**src/design/akt_pkg.sv**
```systemverilog
`default_nettype none
package akt_pkg;

  localparam int ALT_W    = 32;
  localparam int COV_W    = 48;
  localparam int COV_FRAC = 24;
  localparam int ACC_W    = 24;
  localparam int GAIN_W   = 16;
  localparam int TS_W     = 24;

  localparam logic [ACC_W-1:0]  ACCEL_RESET = 24'd65536;
  localparam logic [ACC_W-1:0]  MEAS_RESET  = 24'd13107;
  localparam logic [GAIN_W-1:0] GAIN_RESET  = 16'd3277;

  localparam logic [1:0] CFG_ACCEL = 2'd0;
  localparam logic [1:0] CFG_MEAS  = 2'd1;
  localparam logic [1:0] CFG_GAIN  = 2'd2;

  localparam logic [63:0] COV_MAX_U = (64'd1 << (COV_W - 1)) - 64'd1;

  typedef enum logic [2:0] {
    CLAMP_NONE,
    CLAMP_ALT,
    CLAMP_COV,
    CLAMP_WIDE,
    CLAMP_SYM
  } clamp_t;

  // One request to the shared multiply/divide unit.
  typedef struct packed {
    logic [63:0]      mag_a;
    logic [63:0]      mag_b;
    logic             neg;
    logic [5:0]       shamt;
    logic             divide;
    logic [COV_W-1:0] divisor;
    clamp_t           clamp;
  } arith_cmd_t;

  function automatic logic [63:0] mag64(input logic signed [63:0] a);
    return a[63] ? 64'(-a) : 64'(a);
  endfunction

  function automatic logic signed [ALT_W-1:0] alt_add(input logic signed [ALT_W-1:0] a,
                                                      input logic signed [63:0] b);
    logic signed [64:0] sum;
    logic signed [64:0] hi;
    logic signed [64:0] lo;
    hi  = (65'sd1 <<< (ALT_W - 1)) - 65'sd1;
    lo  = -(65'sd1 <<< (ALT_W - 1));
    sum = 65'(a) + 65'(b);
    if (sum > hi) begin
      return hi[ALT_W-1:0];
    end else if (sum < lo) begin
      return lo[ALT_W-1:0];
    end
    return sum[ALT_W-1:0];
  endfunction

  function automatic logic signed [COV_W-1:0] cov_add(input logic signed [COV_W-1:0] a,
                                                      input logic signed [63:0] b);
    logic signed [64:0] sum;
    logic signed [64:0] hi;
    logic signed [64:0] lo;
    hi  = (65'sd1 <<< (COV_W - 1)) - 65'sd1;
    lo  = -(65'sd1 <<< (COV_W - 1));
    sum = 65'(a) + 65'(b);
    if (sum > hi) begin
      return hi[COV_W-1:0];
    end else if (sum < lo) begin
      return lo[COV_W-1:0];
    end
    return sum[COV_W-1:0];
  endfunction

endpackage
`default_nettype wire

```
**src/design/akt_arith.sv**
```systemverilog
`default_nettype none
module akt_arith (
  input  wire logic               clk,
  input  wire logic               rst_n,
  input  wire logic               start,
  input  wire akt_pkg::arith_cmd_t cmd,
  output logic                    done,
  output logic signed [63:0]      result
);
  import akt_pkg::*;

  typedef enum logic [2:0] {A_IDLE, A_MUL, A_DIV, A_RND, A_CLAMP} astate_t;

  astate_t            state_r, state_nxt;
  arith_cmd_t         cmd_r, cmd_nxt;
  logic [127:0]       p_r, p_nxt;
  logic [COV_W:0]     rem_r, rem_nxt;
  logic [6:0]         cnt_r, cnt_nxt;
  logic               done_r, done_nxt;
  logic signed [63:0] res_r, res_nxt;

  logic [64:0]        add_sum;
  logic [COV_W+1:0]   rem_s;
  logic               ge;
  logic [127:0]       rnd;
  logic [63:0]        mag;
  logic [63:0]        lo_mag;
  logic [63:0]        hi_mag;

  always_comb begin
    add_sum = {1'b0, p_r[127:64]} + (p_r[0] ? {1'b0, cmd_r.mag_a} : 65'd0);
    rem_s   = {rem_r, p_r[127]};
    ge      = rem_s >= {2'b00, cmd_r.divisor};
    rnd     = (cmd_r.shamt == 6'd0) ? 128'd0 : (128'd1 << (cmd_r.shamt - 6'd1));
    mag     = (|p_r[127:64]) ? {64{1'b1}} : p_r[63:0];
    unique case (cmd_r.clamp)
      CLAMP_ALT: begin
        lo_mag = 64'h8000_0000;
        hi_mag = 64'h7FFF_FFFF;
      end
      CLAMP_COV: begin
        lo_mag = COV_MAX_U + 64'd1;
        hi_mag = COV_MAX_U;
      end
      CLAMP_WIDE: begin
        lo_mag = 64'd1 << 33;
        hi_mag = 64'd1 << 33;
      end
      CLAMP_SYM: begin
        lo_mag = COV_MAX_U;
        hi_mag = COV_MAX_U;
      end
      default: begin
        lo_mag = {64{1'b1}};
        hi_mag = {64{1'b1}};
      end
    endcase
  end

  always_comb begin
    state_nxt = state_r;
    cmd_nxt   = cmd_r;
    p_nxt     = p_r;
    rem_nxt   = rem_r;
    cnt_nxt   = cnt_r;
    done_nxt  = 1'b0;
    res_nxt   = res_r;
    unique case (state_r)
      A_IDLE: begin
        if (start) begin
          cmd_nxt   = cmd;
          p_nxt     = {64'd0, cmd.mag_b};
          cnt_nxt   = 7'd63;
          state_nxt = A_MUL;
        end
      end
      // One multiplier bit per cycle, product shifting right.
      A_MUL: begin
        p_nxt   = {add_sum, p_r[63:1]};
        cnt_nxt = cnt_r - 7'd1;
        if (cnt_r == 7'd0) begin
          rem_nxt   = '0;
          cnt_nxt   = 7'd127;
          state_nxt = cmd_r.divide ? A_DIV : A_RND;
        end
      end
      // Restoring division, one quotient bit per cycle.
      A_DIV: begin
        rem_nxt = ge ? (COV_W+1)'(rem_s - {2'b00, cmd_r.divisor}) : rem_s[COV_W:0];
        p_nxt   = {p_r[126:0], ge};
        cnt_nxt = cnt_r - 7'd1;
        if (cnt_r == 7'd0) begin
          state_nxt = A_RND;
        end
      end
      A_RND: begin
        p_nxt     = (p_r + rnd) >> cmd_r.shamt;
        state_nxt = A_CLAMP;
      end
      A_CLAMP: begin
        if (cmd_r.neg) begin
          res_nxt = (mag >= lo_mag) ? -signed'(lo_mag) : -signed'(mag);
        end else begin
          res_nxt = (mag > hi_mag) ? signed'(hi_mag) : signed'(mag);
        end
        done_nxt  = 1'b1;
        state_nxt = A_IDLE;
      end
      default: state_nxt = A_IDLE;
    endcase
  end

  always_ff @(posedge clk) begin
    if (!rst_n) begin
      state_r <= A_IDLE;
      done_r  <= 1'b0;
    end else begin
      state_r <= state_nxt;
      done_r  <= done_nxt;
    end
    cmd_r <= cmd_nxt;
    p_r   <= p_nxt;
    rem_r <= rem_nxt;
    cnt_r <= cnt_nxt;
    res_r <= res_nxt;
  end

  assign done   = done_r;
  assign result = res_r;

endmodule
`default_nettype wire

```
**config.mk**
```make
export PLATFORM = sky130hd
export DESIGN_NAME = akt_arith
export DESIGN_NICKNAME = d
export VERILOG_FILES = /design/src/design/akt_pkg.sv /design/src/design/akt_arith.sv
export SDC_FILE = /design/constraint.sdc
export NUM_CORES = 2
export LEC_CHECK = 0
export BUFFER_PORTS_ARGS = -buffer_cell sky130_fd_sc_hd__buf_2
export CELL_PAD_IN_SITES_DETAIL_PLACEMENT = 1
export CELL_PAD_IN_SITES_GLOBAL_PLACEMENT = 2
export CORE_MARGIN = 4
export CORE_UTILIZATION = 35
export DETAILED_ROUTE_END_ITERATION = 12
export PLACE_DENSITY_LB_ADDON = 0.3
export SETUP_SLACK_MARGIN = 0.2
export SYNTH_ARGS = -nofsm -noshare
export SYNTH_HDL_FRONTEND = slang
export SYNTH_SLANG_ARGS = --single-unit
```
**constraint.sdc**
```tcl
create_clock -name clk -period 15.95 [get_ports clk]
set_input_delay 1.595 -clock clk [delete_from_list [all_inputs] [get_ports clk]]
set_output_delay 1.595 -clock clk [all_outputs]
set_load 0.01 [all_outputs]
```
# Word level (Yosys, flattened, before mapping)
# Index checks and enable logic that the tools add are counted.
dict set report totals {
  inputBits 190
  reg_bits 375
  output_inout_bits 65
}
dict set report classes {
  muxes 22
  eq_ne 11
  n_reduce_logical 13
  n_shift 2
  magnitude_cmp 3
  addsub 7
}
# cell count
set ops {}
lappend ops {{one-hot mux 128 bit (4 select lines)} 1}
lappend ops {{2-to-1 mux 64 bit} 5}
lappend ops {{2-to-1 mux 128 bit} 2}
lappend ops {{one-hot mux 64 bit (4 select lines)} 1}
lappend ops {{one-hot mux 64 bit (3 select lines)} 1}
lappend ops {{adder 128 bit} 1}
lappend ops {{negation 64 bit} 2}
lappend ops {{<< shifter 1 x 6 -> 128 bit (first input constant)} 1}
lappend ops {{right shift 128 x 6 -> 128 bit} 1}
lappend ops {{2-to-1 mux 49 bit} 2}
lappend ops {{one-hot mux 49 bit (2 select lines)} 1}
lappend ops {{adder 64 x 64 -> 65 bit} 1}
lappend ops {{>= comparator 64 bit} 1}
lappend ops {{> comparator 64 bit} 1}
lappend ops {{OR reduction 64 bit} 1}
lappend ops {{>= comparator 50 x 48 -> 1 bit} 1}
lappend ops {{subtractor 49 x 48 -> 49 bit} 1}
lappend ops {{one-hot mux 7 bit (3 select lines)} 1}
lappend ops {{2-to-1 mux 7 bit} 2}
lappend ops {{== test 3 x 2 -> 1 bit (second input constant)} 4}
lappend ops {{one-hot mux 3 bit (4 select lines)} 1}
lappend ops {{2-to-1 mux 3 bit} 3}
lappend ops {{AND reduction 2 bit} 4}
lappend ops {{zero test 7 bit} 1}
lappend ops {{other kinds (13)} 18}

# Depth between registers and ports, before layout
dict set report logic_depth {
  word_depth 6
  mapped_depth 25
}

# Least setup slack after synthesis
# No wires, ideal clock.
dict set report synth_path {
  path_kind {input port to flip-flop}
  startpoint {input port start}
  endpoint {register cmd_r[0] (netlist name) (enable)}
  path_buffers 0
  arrival_time_ns 13.948
  required_time_ns 15.001
  path_slack_ns 1.053
  stages 1
  cell_sequence {nor4b_1}
}
dict set report synth_between {
  elab_chain_cells 1
}
# element line_no
set synth_rtl {}
lappend synth_rtl {{start, declared} akt_arith.sv:5} ;# input wire logic start,
lappend synth_rtl {{AND reduction 2 bit (no line)} --}
lappend synth_rtl {{end signal, assigned} akt_arith.sv:121} ;# cmd_r <= cmd_nxt;
lappend synth_rtl {{end, declared} akt_arith.sv:15} ;# arith_cmd_t cmd_r, cmd_nxt;
# Every way passes these cells.
# A chain may end at the register's enable or synchronous reset.

# Final worst setup path
dict set report layout_path {
  startpoint {register p_r[67]}
  endpoint {register res_r[8], in the netlist result[8], data pin}
}
dict set report layout_between {
  elab_chain_cells 5
  elab_cells_between_ends 8
  cone_classes {add/sub (1); order compare (2); mux (4); reduce/logical (1)}
}
# element line_no
set layout_rtl {}
lappend layout_rtl {{start, declared} akt_arith.sv:16} ;# logic [127:0] p_r, p_nxt;
lappend layout_rtl {{start signal, assigned} akt_arith.sv:122} ;# p_r <= p_nxt;
lappend layout_rtl {{OR reduction 64 bit (*)} akt_arith.sv:35} ;# mag = (|p_r[127:64]) ? {64{1'b1}} : p_r[63:0];
lappend layout_rtl {{2-to-1 mux 64 bit (*)} akt_arith.sv:35}
lappend layout_rtl {{negation 64 bit, or another cell as far along} akt_arith.sv:102} ;# res_nxt = (mag >= lo_mag) ? -signed'(lo_mag) : -signed'(mag);
lappend layout_rtl {{2-to-1 mux 64 bit, on equally long branches} {akt_arith.sv:102, akt_arith.sv:104}}
lappend layout_rtl {{2-to-1 mux 64 bit (*)} akt_arith.sv:101} ;# if (cmd_r.neg) begin
lappend layout_rtl {{end signal, assigned} akt_arith.sv:125} ;# res_r <= res_nxt;
lappend layout_rtl {{end, declared} akt_arith.sv:20} ;# logic signed [63:0] res_r, res_nxt;
# Every way passes the cells marked *; elsewhere a longest branch is shown, timed or not.

==> key figures <==
Status
  – Status: complete, but fails checks
  – Violated checks: max-capacitance violations, max-slew violations

Critical path
  – Critical Path End: result[8]$_DFFE_PP_
  – Crit Path Max Fanout: 50
  – Worst setup SP type: register
  – Critical Path RT: roughly 16000 ps
  – R2R depth: 20
  – CP Capture Type: register
  – R2R setup slack: ~6500 ps
  – R2r endpoint: result[8]$_DFFE_PP_
  – RR Startpoint: p_r[67]$_DFFE_PP_
  – Critical Path Start: p_r[67]$_DFFE_PP_
  – Setup CP Type: reg2reg
  – Crit path DAT: between 9000 and 10000 ps

Routing
  – DR pass1 iterations: 6
  – Via count: between 50000 and 60000
  – Final wirelength: a little over 300000 um
  – Antenna-violating nets left: 0
  – Routed WL per cell: 37.6 um
  – Residual DRC: 0
  – DR iter-0 viols: approximately 7000
  – Vias per inst: 6.98

Timing
  – Max Fclk: roughly 110 MHz
  – Worst Clk Skew: about 30 ps
  – Final hold vios: 0
  – Setup violators final: 0
  – RSZ-0062 raised after global routing: no
  – TNS Setup: 0 ps
  – Final period utilization: 0.590
  – Fin crit period: approximately 9400 ps
  – Fin Hold WS: around 590 ps
  – Max Slew Vio Count: 8
  – Worst slew pin tran: 1610 ps
  – Max-slew headroom: -0.0748

Die
  – Std-Cell Rows: around 140
  – Die area: about 150000 um^2
  – Num ports: 255
  – Die Span X: roughly 380 um
  – Die height: about 380 um
  – Core box area: ~140000 um^2
  – Initial Util: 0.353

Clock tree
  – Cts hold-fix bufs: 0
  – Clock slew at reported path FFs: about 60 ps
  – Clock root buffer: clkbuf_16
  – Post-CTS sizing: 0
  – Postcts setup bufs: 0
  – CTS buffer count: 49
  – Worst-skew pair later-pin latency: around 680 ps
  – Clk sinks: 375
  – CTS tree: done
  – H-tree depth: 2
  – CTS Buffer Depth: 3

Synth
  – Top cell type's share of synthesized area: 0.229
  – Xor/xnor share of the synthesized area: 0.0378
  – Top FF cell, synth: edfxtp_1
  – Compound-Gate Fraction of Synth Area: 0.303
  – Yosys top cell by area: edfxtp_1
  – Synth top area cells: edfxtp_1, ha_1, a21oi_1
  – Yosys Warn Count: 0
  – Proportion of synthesized area in mux cells: 0.0590
  – Synthesized instance count: 6263
  – Post-synthesis cell area: roughly 49000 um^2
  – Post-synth EDFFs: between 300 and 400
  – Synth unique cells: 108
  – Synthesized area per cell: ~8 um^2
  – Main combinational cell family by area after synthesis: compound AO/OA/AOI/OAI gates
  – #FFs+latches synth: 375
  – Syn nets: approximately 6800
  – Sequential share of the synthesized area: 0.230
  – Synth top cells by count: nor2_1, nand2_1, a21oi_1
  – Count leader, synth: nor2_1
  – Ys async rst share: 0
  – Simple-Gate Fraction of Synth Area: 0.239
  – Post-synthesis adder-cell area fraction: 0.0804

Placed design
  – IO buf count: between 200 and 300
  – Dpl cells: 8052
  – Routability cong.: around 1.0
  – Final HPWL DP: between 200000 and 250000 um

GRT
  – Total gr overflow: 0
  – Initial antenna violation count: 21
  – Total track usage: 0.404
  – Global Route met2 Usage: 0.616
  – GRT busiest layer: met2
  – First-pass GRT wire length: 427000 um
  – Vias in the first global route: 55725
  – Met3 GRT Util: 0.101
  – GRT met1 Usage: 0.476
  – Largest net degree at the start of global routing: between 100 and 150

Pwr
  – Pleak: between 20 and 25 nW
  – Total power: approximately 4.3 mW
  – Worst vdd ir: roughly 87 uV
  – Pwr dens: about 80 nW/um^2

Hold path
  – HP Class: reg2reg

Cells and area
  – Net count, final: approximately 6800
  – Area delta synth->final: 10.1%
  – Fin util: 0.389
  – Final-layout fill cell count: between 15000 and 20000
  – Layout cell share with drive strength beyond 1: 0.121
  – Final std cells w/o fill: slightly above 8000

Flow run
  – Max cap viols: 1
## worst max-delay path, stage by stage, from the launching register on
cell and delay (ps):
edfxtp_1 780, nor4_1 930, nand4_1 290, or4_2 850
buf_4 360, nor2_1 390, ha_1 290, nand2b_1 140
a21o_1 170, a21o_1 170, a21o_1 170, a21o_1 200
a2111oi_0 420, o211ai_1 280, a2111oi_0 950, o21ai_1 380
a221oi_4 340, buf_4 500, nand2_1 780, or3_1 600
o211ai_1 140
## layer usage
layer / up-vias / routed length, um
met5: - / 50
met4: 10 / 32700
met3: 1229 / 28600
met2: 3478 / 131000
met1: 28008 / 114000
li1: 24238 / -
## state kept, by name (all words and copies together), names as in the netlist
register  count
rem_r        49
cmd_r       123
cnt_r         7
done          1
state_r       3
result       64
p_r         128
## how the worst min path moves through the flow
stage | from | to | slack, ps | cells after the start
after floorplan | cnt_r[0]$_DFFE_PP_ | cnt_r[0]$_DFFE_PP_ | 550 | 1
after global placement | rem_r[24]$_SDFFCE_PN0P_ | rem_r[25]$_SDFFCE_PN0P_ | 570 | 2
after detailed placement | rem_r[46]$_SDFFCE_PN0P_ | rem_r[47]$_SDFFCE_PN0P_ | 580 | 2
after CTS | rem_r[46]$_SDFFCE_PN0P_ | rem_r[47]$_SDFFCE_PN0P_ | 600 | 2
after global routing | rem_r[46]$_SDFFCE_PN0P_ | rem_r[47]$_SDFFCE_PN0P_ | 630 | 2
final | rem_r[46]$_SDFFCE_PN0P_ | rem_r[47]$_SDFFCE_PN0P_ | 590 | 2
## report_power, final
group          total, mW  internal (mW)  switching [mW]
Clock               1.12          0.636           0.488
Combinational       1.78          0.563            1.22
Sequential          1.38           1.17           0.208
Total               4.28           2.37            1.92
## stage by stage
step,instance area (um^2),setup slack [ps]
final,53600,6530
after global routing,53500,6280
after CTS,53500,6590
after detailed placement,52000,6620
after global placement,52000,6650
after floorplan,48700,1050
## logic make-up after synthesis
| family | after synthesis |
|---|---|
| xor+xnor | 210 |
| buf+inv | 632 |
| compound gates | 2131 |
| mux | 234 |
| flops | 375 |
| simple gates | 2369 |
| other cells | 1 |
| fa+ha+maj | 311 |
## placed cells by master, fill, tap and decap left out, types with 68 or more instances in the layout
cell,instances
xnor2_1,142
xor2_1,68
buf_4,158
mux2i_1,125
mux2_2,74
ha_1,308
a211oi_1,105
nand3_1,192
nor4_1,93
edfxtp_1,371
o21ai_0,349
nand4_1,149
nor3_1,217
buf_2,254
nor2_1,584
inv_1,205
o211ai_1,114
and2_1,108
nand2b_1,85
a21o_1,188
nand2_1,585
a31oi_1,95
a21oi_1,459
## final cells by class
cell class | count | area (um^2) | share of cell area
Antenna cell | 20 | 50.0 | 0.000934
Clock buffer | 61 | 1290 | 0.0241
Clock inverter | 28 | 256 | 0.00479
Inverter | 211 | 802 | 0.0150
Multi-Input combinational cell | 5256 | 35200 | 0.656
Sequential cell | 375 | 11200 | 0.210
Tap cell | 1794 | 2240 | 0.0419
Timing Repair Buffer | 416 | 2540 | 0.0474
No activity file was read; power rests on OpenSTA's default activity.
